File: src/tshp_pkg.sv
// ----------------------------------------------------------------------------
// tshp_pkg
// Types, constants and codes shared by the ServerHello parser modules.
// ----------------------------------------------------------------------------
package tshp_pkg;

   localparam logic [15:0] MIN_HELLO_LEN   = 16'd44;
   localparam logic [15:0] SUITE_AES128    = 16'h1301;
   localparam logic [15:0] SUITE_CHACHA    = 16'h1303;
   localparam logic [15:0] EXT_KEY_SHARE   = 16'd51;
   localparam logic [15:0] KEY_SHARE_MIN   = 16'd36;
   localparam logic [15:0] EXT_VERSIONS    = 16'd43;
   localparam logic [15:0] GROUP_X25519    = 16'h001d;
   localparam logic [15:0] VERSION_TLS13   = 16'h0304;
   localparam logic [15:0] X25519_KEY_LEN  = 16'd32;
   localparam logic [15:0] SESSION_LEN_POS = 16'd38;
   localparam logic [31:0] SHARE_WANT      = {GROUP_X25519, X25519_KEY_LEN};
   localparam logic [15:0] POSITION_MAX    = 16'hffff;

   localparam logic [2:0] STATUS_OK         = 3'd0;
   localparam logic [2:0] STATUS_SHORT      = 3'd1;
   localparam logic [2:0] STATUS_INCOMPLETE = 3'd2;
   localparam logic [2:0] STATUS_BAD_SUITE  = 3'd3;
   localparam logic [2:0] STATUS_TRUNCATED  = 3'd4;
   localparam logic [2:0] STATUS_NO_TLS13   = 3'd5;
   localparam logic [2:0] STATUS_NO_SHARE   = 3'd6;

   localparam logic [1:0] CIPHER_UNSET   = 2'd0;
   localparam logic [1:0] CIPHER_AES     = 2'd1;
   localparam logic [1:0] CIPHER_CHAPOLY = 2'd2;

   localparam logic [5:0] KEY_LEN_NONE   = 6'd0;
   localparam logic [5:0] KEY_LEN_AES    = 6'd16;
   localparam logic [5:0] KEY_LEN_CHACHA = 6'd32;

   typedef enum logic [4:0] {
      PH_HEADER   = 5'b00001,
      PH_FIXED    = 5'b00010,
      PH_EXT_HDR  = 5'b00100,
      PH_EXT_BODY = 5'b01000,
      PH_DONE     = 5'b10000
   } phase_type;

   typedef struct packed {
      logic [15:0] byte_position;
      logic [8:0]  session_end;
      logic [7:0]  suite_high;
      logic [16:0] extensions_end;
      logic [31:0] ext_header;
      logic [15:0] ext_body_start;
      logic [31:0] group_check;
      phase_type   parse_phase;
      logic [2:0]  error_code;
      logic        share_found;
      logic        tls13_seen;
      logic [1:0]  chosen_cipher;
   } parse_state_type;

   localparam parse_state_type STATE_RESET = '{
      byte_position:  16'd0,
      session_end:    9'd0,
      suite_high:     8'd0,
      extensions_end: 17'd0,
      ext_header:     32'd0,
      ext_body_start: 16'd0,
      group_check:    32'd0,
      parse_phase:    PH_HEADER,
      error_code:     STATUS_OK,
      share_found:    1'b0,
      tls13_seen:     1'b0,
      chosen_cipher:  CIPHER_UNSET
   };

   typedef struct packed {
      logic       has_key_byte;
      logic [7:0] key_value;
      logic [4:0] key_position;
      logic       is_verdict;
      logic [2:0] status;
      logic       cipher_choice;
      logic [5:0] key_bytes;
   } result_type;

endpackage

File: src/tls13_server_hello_parser_core.sv
// ----------------------------------------------------------------------------
// tls13_server_hello_parser_core
// Parses a TLS 1.3 ServerHello one byte per transaction, with the message
// length riding along on every byte and final_byte marking the last one. It
// skips the header, random and session id, picks AES-128-GCM (key length 16)
// or ChaCha20-Poly1305 (key length 32) from the cipher suite, walks the
// extensions, streams the 32 X25519 peer key bytes of each valid key share
// extension as result transactions, and gives a verdict on the final byte.
// Bytes that are neither key bytes nor final produce no result. The block
// takes one byte per cycle while the result register is not stalled; each
// byte is held in the input register and its result, if any, is loaded into
// the result register. The rate is set by the per-byte parse state update.
// Reset and every final byte return the parser to the message start.
// ----------------------------------------------------------------------------
module tls13_server_hello_parser_core
   import tshp_pkg::*;
(
   input  logic        clock,
   input  logic        reset,
   input  logic        req_valid,
   output logic        req_stall,
   input  logic [7:0]  req_data_byte,
   input  logic [15:0] req_message_length,
   input  logic        req_final_byte,
   output logic        rsp_valid,
   input  logic        rsp_stall,
   output logic        rsp_has_key_byte,
   output logic [7:0]  rsp_key_value,
   output logic [4:0]  rsp_key_position,
   output logic        rsp_is_verdict,
   output logic [2:0]  rsp_status,
   output logic        rsp_cipher_choice,
   output logic [5:0]  rsp_key_bytes
);

   // Input register
   logic        in_valid_ff;
   logic        in_valid_in;
   logic [7:0]  data_byte_ff;
   logic [15:0] message_length_ff;
   logic        final_byte_ff;

   // Parse state
   parse_state_type state_ff;
   parse_state_type state_in;

   result_type step_result;
   result_type out_result;
   logic       step_result_valid;
   logic       req_accept;
   logic       advance;

   // Advance the held byte whenever the result register is free or emptying.
   assign advance     = in_valid_ff & (~rsp_valid | ~rsp_stall);
   assign req_stall   = in_valid_ff & ~advance;
   assign req_accept  = req_valid & ~req_stall;
   assign in_valid_in = req_accept | (in_valid_ff & ~advance);

   always_ff @(posedge clock) begin
      if (reset) begin
         in_valid_ff <= 1'b0;
      end else begin
         in_valid_ff <= in_valid_in;
      end
   end

   // Capture the byte; a stalled byte holds in place.
   always_ff @(posedge clock) begin
      if (req_accept) begin
         data_byte_ff      <= req_data_byte;
         message_length_ff <= req_message_length;
         final_byte_ff     <= req_final_byte;
      end
   end

   tshp_step u_step (
      .state          (state_ff),
      .data_byte      (data_byte_ff),
      .message_length (message_length_ff),
      .final_byte     (final_byte_ff),
      .state_next     (state_in),
      .result         (step_result),
      .result_valid   (step_result_valid)
   );

   // Commit the parse state only when the byte moves on.
   always_ff @(posedge clock) begin
      if (reset) begin
         state_ff <= STATE_RESET;
      end else if (advance) begin
         state_ff <= state_in;
      end
   end

   tshp_out_reg u_out_reg (
      .clock      (clock),
      .reset      (reset),
      .load       (advance & step_result_valid),
      .result_in  (step_result),
      .rsp_stall  (rsp_stall),
      .rsp_valid  (rsp_valid),
      .result_out (out_result)
   );

   assign rsp_has_key_byte  = out_result.has_key_byte;
   assign rsp_key_value     = out_result.key_value;
   assign rsp_key_position  = out_result.key_position;
   assign rsp_is_verdict    = out_result.is_verdict;
   assign rsp_status        = out_result.status;
   assign rsp_cipher_choice = out_result.cipher_choice;
   assign rsp_key_bytes     = out_result.key_bytes;

endmodule

File: src/tshp_step.sv
// ----------------------------------------------------------------------------
// tshp_step
// Per-byte parse logic: next parse state and the result for one byte.
// ----------------------------------------------------------------------------
module tshp_step
   import tshp_pkg::*;
(
   input  parse_state_type state,
   input  logic [7:0]      data_byte,
   input  logic [15:0]     message_length,
   input  logic            final_byte,
   output parse_state_type state_next,
   output result_type      result,
   output logic            result_valid
);

   logic [16:0] pos_ext;
   logic [16:0] len_ext;
   logic [16:0] se_ext;
   logic [8:0]  se_new;
   logic [31:0] hdr_new;
   logic [31:0] grp_new;
   logic [15:0] ext_size;
   logic [15:0] ext_type;
   logic [15:0] body_off;
   logic [16:0] body_end;
   logic        start_hdr;
   logic [16:0] start_at;
   logic [16:0] start_hdr_end;
   logic        key_hit;
   logic [4:0]  key_pos;
   logic [2:0]  verdict;
   parse_state_type upd;

   assign pos_ext  = {1'b0, state.byte_position};
   assign len_ext  = {1'b0, message_length};
   assign se_ext   = {8'd0, state.session_end};
   assign se_new   = 9'd39 + {1'b0, data_byte};
   assign hdr_new  = {state.ext_header[23:0], data_byte};
   assign grp_new  = {state.group_check[23:0], data_byte};
   assign ext_size = state.ext_header[15:0];
   assign ext_type = state.ext_header[31:16];
   assign body_off = state.byte_position - state.ext_body_start;
   assign body_end = {1'b0, state.ext_body_start} + {1'b0, ext_size};

   always_comb begin
      upd       = state;
      start_hdr = 1'b0;
      start_at  = '0;
      key_hit   = 1'b0;
      key_pos   = '0;
      if ((state.byte_position < message_length) && (state.parse_phase != PH_DONE)) begin
         case (state.parse_phase)
            PH_HEADER: begin
               if (state.byte_position == SESSION_LEN_POS) begin
                  upd.session_end = se_new;
                  if (({8'd0, se_new} + 17'd3) > len_ext) begin
                     upd.error_code  = STATUS_INCOMPLETE;
                     upd.parse_phase = PH_DONE;
                  end else begin
                     upd.parse_phase = PH_FIXED;
                  end
               end
            end
            PH_FIXED: begin
               if (pos_ext == se_ext) begin
                  upd.suite_high = data_byte;
               end else if (pos_ext == se_ext + 17'd1) begin
                  if ({state.suite_high, data_byte} == SUITE_AES128) begin
                     upd.chosen_cipher = CIPHER_AES;
                  end else if ({state.suite_high, data_byte} == SUITE_CHACHA) begin
                     upd.chosen_cipher = CIPHER_CHAPOLY;
                  end else begin
                     upd.error_code  = STATUS_BAD_SUITE;
                     upd.parse_phase = PH_DONE;
                  end
               end else if (pos_ext == se_ext + 17'd2) begin
                  if (se_ext + 17'd5 > len_ext) begin
                     upd.error_code  = STATUS_TRUNCATED;
                     upd.parse_phase = PH_DONE;
                  end
               end else if (pos_ext == se_ext + 17'd3) begin
                  upd.extensions_end = {1'b0, data_byte, 8'd0};
               end else if (pos_ext == se_ext + 17'd4) begin
                  upd.extensions_end = se_ext + 17'd5
                                     + (state.extensions_end | {9'd0, data_byte});
                  start_hdr = 1'b1;
                  start_at  = se_ext + 17'd5;
               end
            end
            PH_EXT_HDR: begin
               upd.ext_header = hdr_new;
               if (pos_ext + 17'd1 == {1'b0, state.ext_body_start}) begin
                  if ({1'b0, state.ext_body_start} + {1'b0, hdr_new[15:0]} > len_ext) begin
                     upd.parse_phase = PH_DONE;
                  end else if (hdr_new[15:0] == 16'd0) begin
                     start_hdr = 1'b1;
                     start_at  = {1'b0, state.ext_body_start};
                  end else begin
                     upd.parse_phase = PH_EXT_BODY;
                     upd.group_check = '0;
                  end
               end
            end
            PH_EXT_BODY: begin
               if ((ext_type == EXT_KEY_SHARE) && (ext_size >= KEY_SHARE_MIN)) begin
                  if (body_off < 16'd4) begin
                     upd.group_check = grp_new;
                     if ((body_off == 16'd3) && (grp_new == SHARE_WANT)) begin
                        upd.share_found = 1'b1;
                     end
                  end else if ((body_off < 16'd4 + X25519_KEY_LEN)
                               && (state.group_check == SHARE_WANT)) begin
                     key_hit = 1'b1;
                     key_pos = 5'(body_off - 16'd4);
                  end
               end else if ((ext_type == EXT_VERSIONS) && (ext_size == 16'd2)) begin
                  if (body_off == 16'd0) begin
                     upd.group_check = {24'd0, data_byte};
                  end else begin
                     upd.tls13_seen = (grp_new == {16'd0, VERSION_TLS13});
                  end
               end
               if (body_off + 16'd1 == ext_size) begin
                  start_hdr = 1'b1;
                  start_at  = body_end;
               end
            end
            default: begin
            end
         endcase
      end

      // Open the next extension header, or stop the walk at the area or message end.
      start_hdr_end = start_at + 17'd4;
      if (start_hdr) begin
         if ((start_hdr_end > upd.extensions_end) || (start_hdr_end > len_ext)) begin
            upd.parse_phase = PH_DONE;
         end else begin
            upd.parse_phase    = PH_EXT_HDR;
            upd.ext_body_start = start_hdr_end[15:0];
            upd.ext_header     = '0;
         end
      end
   end

   always_comb begin
      if (message_length < MIN_HELLO_LEN) begin
         verdict = STATUS_SHORT;
      end else if (upd.error_code != STATUS_OK) begin
         verdict = upd.error_code;
      end else if (pos_ext + 17'd1 < len_ext) begin
         verdict = STATUS_TRUNCATED;
      end else if (!upd.tls13_seen) begin
         verdict = STATUS_NO_TLS13;
      end else if (!upd.share_found) begin
         verdict = STATUS_NO_SHARE;
      end else begin
         verdict = STATUS_OK;
      end
   end

   always_comb begin
      result.has_key_byte  = key_hit;
      result.key_value     = key_hit ? data_byte : 8'd0;
      result.key_position  = key_hit ? key_pos : 5'd0;
      result.is_verdict    = final_byte;
      result.status        = final_byte ? verdict : STATUS_OK;
      result.cipher_choice = (upd.chosen_cipher == CIPHER_CHAPOLY);
      case (upd.chosen_cipher)
         CIPHER_AES:     result.key_bytes = KEY_LEN_AES;
         CIPHER_CHAPOLY: result.key_bytes = KEY_LEN_CHACHA;
         default:        result.key_bytes = KEY_LEN_NONE;
      endcase
   end

   assign result_valid = key_hit | final_byte;

   always_comb begin
      if (final_byte) begin
         state_next = STATE_RESET;
      end else begin
         state_next = upd;
         if (state.byte_position != POSITION_MAX) begin
            state_next.byte_position = state.byte_position + 16'd1;
         end
      end
   end

endmodule

File: src/tshp_out_reg.sv
// ----------------------------------------------------------------------------
// tshp_out_reg
// Result register: holds one result transaction until the receiver takes it.
// ----------------------------------------------------------------------------
module tshp_out_reg
   import tshp_pkg::*;
(
   input  logic       clock,
   input  logic       reset,
   input  logic       load,
   input  result_type result_in,
   input  logic       rsp_stall,
   output logic       rsp_valid,
   output result_type result_out
);

   logic       valid_ff;
   logic       valid_in;
   result_type result_ff;

   // Keep the result while the receiver stalls; load replaces it otherwise.
   assign valid_in = load | (valid_ff & rsp_stall);

   always_ff @(posedge clock) begin
      if (reset) begin
         valid_ff <= 1'b0;
      end else begin
         valid_ff <= valid_in;
      end
   end

   always_ff @(posedge clock) begin
      if (load) begin
         result_ff <= result_in;
      end
   end

   assign rsp_valid  = valid_ff;
   assign result_out = result_ff;

endmodule

File: config.mk
export PLATFORM = sky130hd
export DESIGN_NAME = tls13_server_hello_parser_core
export DESIGN_NICKNAME = d
export VERILOG_FILES = /design/src/tshp_pkg.sv /design/src/tls13_server_hello_parser_core.sv /design/src/tshp_step.sv /design/src/tshp_out_reg.sv
export SDC_FILE = /design/constraint.sdc
export NUM_CORES = 1
export LEC_CHECK = 0
export ABC_AREA = 1
export ABC_CLOCK_PERIOD_IN_PS = 11350
export BUFFER_PORTS_ARGS = -buffer_cell sky130_fd_sc_hd__buf_4
export CAP_MARGIN = 15
export CORE_MARGIN = 3
export CORE_UTILIZATION = 45
export DETAILED_ROUTE_END_ITERATION = 12
export GPL_ROUTABILITY_DRIVEN = 0
export PLACE_DENSITY = 0.68
export SLEW_MARGIN = 20
export SYNTH_ARGS = -nofsm -noshare
export SYNTH_HDL_FRONTEND = slang
export SYNTH_SLANG_ARGS = --single-unit
File: constraint.sdc
create_clock -name clock -period 11.35 [get_ports clock]
set_input_delay 0.5675 -clock clock [delete_from_list [all_inputs] [get_ports clock]]
set_output_delay 0.5675 -clock clock [all_outputs]
set_load 0.005 [all_outputs]
# Word level (Yosys, flattened, before mapping)
# Index checks and enable logic that the tools add are counted.
[word_totals] regBits=194 inputBits=29 out_inout_bits=27 elab_cells=222
[classes] add_sub_neg=16 order_cmp=11 n_eq_ne=40 mux=83 n_bitwise=20 n_reduce_logical=27
[ops] op="17-bit two-way mux" count=14
[ops] op="32-bit two-way mux" count=6
[ops] op="142-bit two-way mux" count=1
[ops] op="48-bit two-way mux" count=2
[ops] op="37-bit two-way mux" count=2
[ops] op="16-bit by 17-bit == test with 1-bit output" count=4
[ops] op="17-bit by 16-bit greater-than comparator with 1-bit output" count=4
[ops] op="66-bit two-way mux" count=1
[ops] op="32-bit by 21-bit == test with 1-bit output (second input constant)" count=2
[ops] op="8-bit two-way mux" count=8
[ops] op="32-bit one-hot mux with 2 select lines" count=1
[ops] op="17-bit one-hot mux with 3 select lines" count=1
[ops] op="16-bit by 6-bit == test with 1-bit output (second input constant)" count=3
[ops] op="44-bit two-way mux" count=1
[ops] op="16-bit by 16-bit adder with 17-bit output" count=2
[ops] op="16-bit by 1-bit adder with 16-bit output (second input constant)" count=2
[ops] op="16-bit by 13-bit == test with 1-bit output (second input constant)" count=2
[ops] op="16-bit by 2-bit == test with 1-bit output (second input constant)" count=2
[ops] op="32-bit by 10-bit == test with 1-bit output (second input constant)" count=1
[ops] op="16-bit zero test" count=2
[ops] op="16-bit by 6-bit less-than comparator with 1-bit output (second input constant)" count=2
[ops] op="16-bit two-way mux" count=2
[ops] op="9-bit by 2-bit adder with 10-bit output (second input constant)" count=3
[ops] op="25-bit two-way mux" count=1
[ops] op="other kinds (58)" count=128

# Depth between registers and ports, before layout
[depth] word_depth=15 mapped_depth=55 depth_no_buf=54

# Cells and area by module
# Synthesis repeated with hierarchy kept, for this count alone.
[unflattened] cells_unflattened=3371 area_unflattened_um2=20858.8
[modules_own_cells] module="tshp_step" instances=1 cells_per_inst=2377 area_per_inst_um2=12846.1 seq_area_each_um2=0.0
[modules_own_cells] module="tls13_server_hello_parser_core" instances=1 cells_per_inst=965 area_per_inst_um2=7225.7 seq_area_each_um2=3613.5
[modules_own_cells] module="tshp_out_reg" instances=1 cells_per_inst=29 area_per_inst_um2=787.0 seq_area_each_um2=770.7

# Worst setup path after synthesis
# No wires, ideal clock.
[synth_path] path_kind="register to register" from="register data_byte_ff[2]" to="register state_ff[82] (netlist name)" t_arrival_ns=6.803 required_ns=11.227 setup_slack_ns=4.424 path_stages_with_launch=49 period_less_slack_ns=6.926 cell_sequence="edfxtp_1 > ha_1 > a21oi_1 > nand2_1 > a21oi_1 > o21bai_1 > a21oi_1 > o21bai_1 > a21oi_1 > inv_1 > a21oi_1 > o21ai_0 > nand3_1 > nand2_1 > a21o_1 > a21oi_1 > xor2_1 > ha_1 > [13 not listed] > nand3_1 > nor2_1 > nand2_1 > inv_1 > nand3_1 > nor3_1 > a21oi_1 > ha_1 > nand4_1 > or4_1 > o41ai_1 > o21ai_0 > nor2_1 > nand3_2 > nand2_4 > nand2_2 > buf_4 > nor3b_2"
[synth_via] elab_chain_len=14
[synth_lines] element="start: declaration" line_no="tls13_server_hello_parser_core.sv:39" rtl="logic [7:0] data_byte_ff;"
[synth_lines] element="start signal: assignment" line_no="tls13_server_hello_parser_core.sv:70" rtl="data_byte_ff <= req_data_byte;"
[synth_lines] element="parallel branches: the longest is 12 deep, another holds 16-bit by 16-bit adder with 17-bit output"
[synth_lines] element="48-bit two-way mux *" line_no="tshp_step.sv:136" rtl="if (start_hdr) begin"
[synth_lines] element="142-bit two-way mux *" line_no="tshp_step.sv:180" rtl="if (final_byte) begin"
[synth_lines] element="end signal: assignment" line_no="tls13_server_hello_parser_core.sv:91" rtl="state_ff <= state_in;"
[synth_lines] element="end: declaration" line_no="tls13_server_hello_parser_core.sv:44" rtl="parse_state_type state_ff;"
# Every way passes the cells marked *. The select of a mux whose other input is x is not followed.
# A chain may end at the register's enable or synchronous reset.

# Worst setup path in the final report
[layout_path] from="register data_byte_ff[2]" to="register state_ff[50] (netlist name)"
[layout_via] elab_chain_len=13
[layout_lines] element="parallel branches: the longest is 13 deep, another holds 16-bit by 16-bit adder with 17-bit output"
# Parallel ways; which one is timed is not known. The select of a mux whose other input is x is not followed.

==> impl_metrics.ini <==
[run_status]
status = finished, final reports clean

[grt]
grt_usage = 0.299
grt.overflow.total = 0
antenna_found_initial = 5
grt_pass1_wl_mm = 103
first_global_vias = 18500
grt_max_degree = 85

[detailed_routing]
initialDrtViolationCount = 2405
vias = 20100
wl_per_cell_um = 19.8
drt_first_pass_iters = 6
drtAntennaViolNets = 0
viasPerCell = 5.95
wirelength_mm = 66.8
drc = 0

[sta]
fin_crit_sh = 0.812
hold_viol_final = 0
drv_slew = 0
hold_ws_ns = 0.261
setup_ws_ns = 2.13
rsz0062_at_grt = false
fin_skew_ns = 0.0131
setup_violations = 0
fmax_ghz = 0.108
min_period_ns = 9.22
slew_headroom = 0.255
worstMarginPinSlew_ns = 1.11
setup_tns_ns = 0

[yosys]
synthCells = 2826
synth_area_per_cell_um2 = 6.44
synth-compound-area-share = 0.157
synth_xor_area_frac = 0.0488
seq_area_frac_synth = 0.233
synth-simple-area-share = 0.335
synth_fa_ha_area_frac = 0.125
ys.flop_type = dfxtp_1
yosysWarnings = 0
synth_edf_count = 45
syn_area_um2 = 18200
synthMuxAreaShare = 0
synth_cell_types = 63
synth_top_family_by_area = simple AND/OR/NAND/NOR gates
synth_seq_cells = 189
ys_async_sr_fraction = 0

[setup_path]
cp.required_ns = 11.66
cp_max_fo = 32
start_kind = register
criticalPathCategory = register to register
cp_slowest_cell = or4_1
crit_path_end_kind = register
critPathArrivalTime_ns = 9.52
rr_worst_depth = 48
slowest_delay_ns = 0.54

[clock_tree]
cts_hold_buf = 0
clock_sinks = 189
cts_made_buffers = 17
cts_buffer_depth = 2
clkLatencyLatePin_ns = 0.48
htree_levels = 4
cts_root_buffer = clkbuf_16
path_clk_slew_ns = 0.08
cts_tree = built
cts_setup_buffers = 0
cts_repair_resize_count = 0

[power]
p_clk_frac = 0.375
seq_power_share = 0.442
leakagePower_nw = 9.23
swShare = 0.339
ir_worst_vdd_v = 0.000105
power_frac_comb = 0.183
p_int_mw = 1.11
powerDensity_nw_per_um2 = 85.4
p_sw_mw = 0.570

[finish]
fin_util = 0.494
syn_to_final_growth_pct = 8.14
ff_latch_area_um2 = 4230
layout.nets = 3048
drive_above_1_share = 0.0669
fillers = 4073
finalInstanceArea_um2 = 19700
multi_input_comb_area_um2 = 12200

[min_path]
hold_class = input pin to register
whs_path_depth = 1

[die]
die_x_um = 207
num_rows = 73
core-area_um2 = 39800
die-area_um2 = 42900
ioPinCount = 56
start_util = 0.457
die-height_um = 207

[flow_run]
max_cap_viol_count = 0

[placement]
port_buffers = 51
place_area_um2 = 19100
post-place-ws_ns = 2.45
dp_hpwl_mm = 51.6
critical path, delay by kind of cell, from the launching register on:
kind,cells,cell delay (ns)
xor gates and xnor gates,1,0.09
DFF,1,0.45
adders and majority gates,4,1.26
and+or+nand+nor,23,4.18
buffers and inverters,5,0.45
AOI/OAI and AO/OA,15,2.57
area by class of cell:
class	count	area share
antenna	1	0.000127
clock inverter	15	0.00928
clock buffer	17	0.0216
multi-input combinational	2163	0.618
inverter	401	0.0764
tap	525	0.0334
sequential	189	0.215
timing repair buffer	68	0.0259
synthesized netlist by cell type (9+ instances only):
cell	count	area, um^2
xnor2_1	25	219
clkbuf_1	53	199
inv_1	386	1450
nand3_1	178	891
or2_2	9	56.3
nand4_1	74	463
o22ai_1	15	93.8
a211oi_1	22	165
nor3b_2	15	188
nand3b_1	9	67.6
o21ai_0	149	746
dfxtp_1	144	2880
inv_2	10	37.5
xor2_1	69	604
nand2_2	14	87.6
a21oi_1	242	1210
nor2_2	11	68.8
ha_1	175	2190
nand2_1	705	2650
nor3_1	46	230
edfxtp_1	45	1350
nor4_1	29	181
nor2_1	244	916
o211ai_1	25	188
power groups by stage:
stage               Sequential [mW]  Clock, mW  Combinational (mW)
floorplan                     0.745          0               0.204
detailed placement            0.757          0               0.295
global route                  0.745      0.659               0.336
finish                        0.743      0.631               0.308
CTS                           0.741      0.637               0.298
global placement              0.756          0               0.289
routing by layer:
layer,track usage,vias to the layer above,routed length (um),share of wire
met5,0,-,48,0.00072
met4,0.158,8,3860,0.058
met3,0.0706,291,7470,0.11
met2,0.469,1130,29100,0.43
met1,0.381,9241,26400,0.39
li1,-,9450,-,-
cells by family after synthesis:
group                      after synthesis
other                                    1
adders and majority gates              179
AOI/OAI and AO/OA                      512
buffers and inverters                  478
and+or+nand+nor                       1369
xor gates and xnor gates                98
DFF                                    189
registers in the layout, summed over array words and instances, names as in the netlist:
register / count
message_length_ff: 16
final_byte_ff: 1
in_valid_ff: 1
state_ff: 142
data_byte_ff: 8
u_out_reg.result_out: 20
u_out_reg.rsp_valid: 1
path summary, 6_finish.rpt:
path	startpoint	endpoint	slack (ns)
hold reg to reg	state_ff[111]	state_ff[111]	0.46
setup / recovery	data_byte_ff[2]	state_ff[50]	2.13
hold / removal	req_message_length[11]	message_length_ff[11]	0.26
setup reg to reg	data_byte_ff[2]	state_ff[50]	2.13
layout by cell type (no fill, tap or decap), types with 11 or more instances in the layout:
cell type / instances
nand4_1: 74
nor3_1: 45
dfxtp_1: 144
nor3b_2: 15
nand3_1: 178
a211oi_1: 22
nand2_1: 705
xor2_1: 69
xnor2_1: 25
nor2_2: 11
inv_1: 385
o21ai_0: 149
o211ai_1: 25
buf_4: 68
a21oi_1: 241
nor4_1: 28
edfxtp_1: 45
nand2_2: 14
ha_1: 175
clkbuf_16: 17
o22ai_1: 15
nor2_1: 242
stage by stage:
step | total power [mW] | instances
after floorplan | 0.949 | 2830
after global placement | 1.04 | 3346
after detailed placement | 1.05 | 3346
after CTS | 1.68 | 3378
after global routing | 1.74 | 3378
final | 1.68 | 3379
No activity file was read; power rests on OpenSTA's default activity.
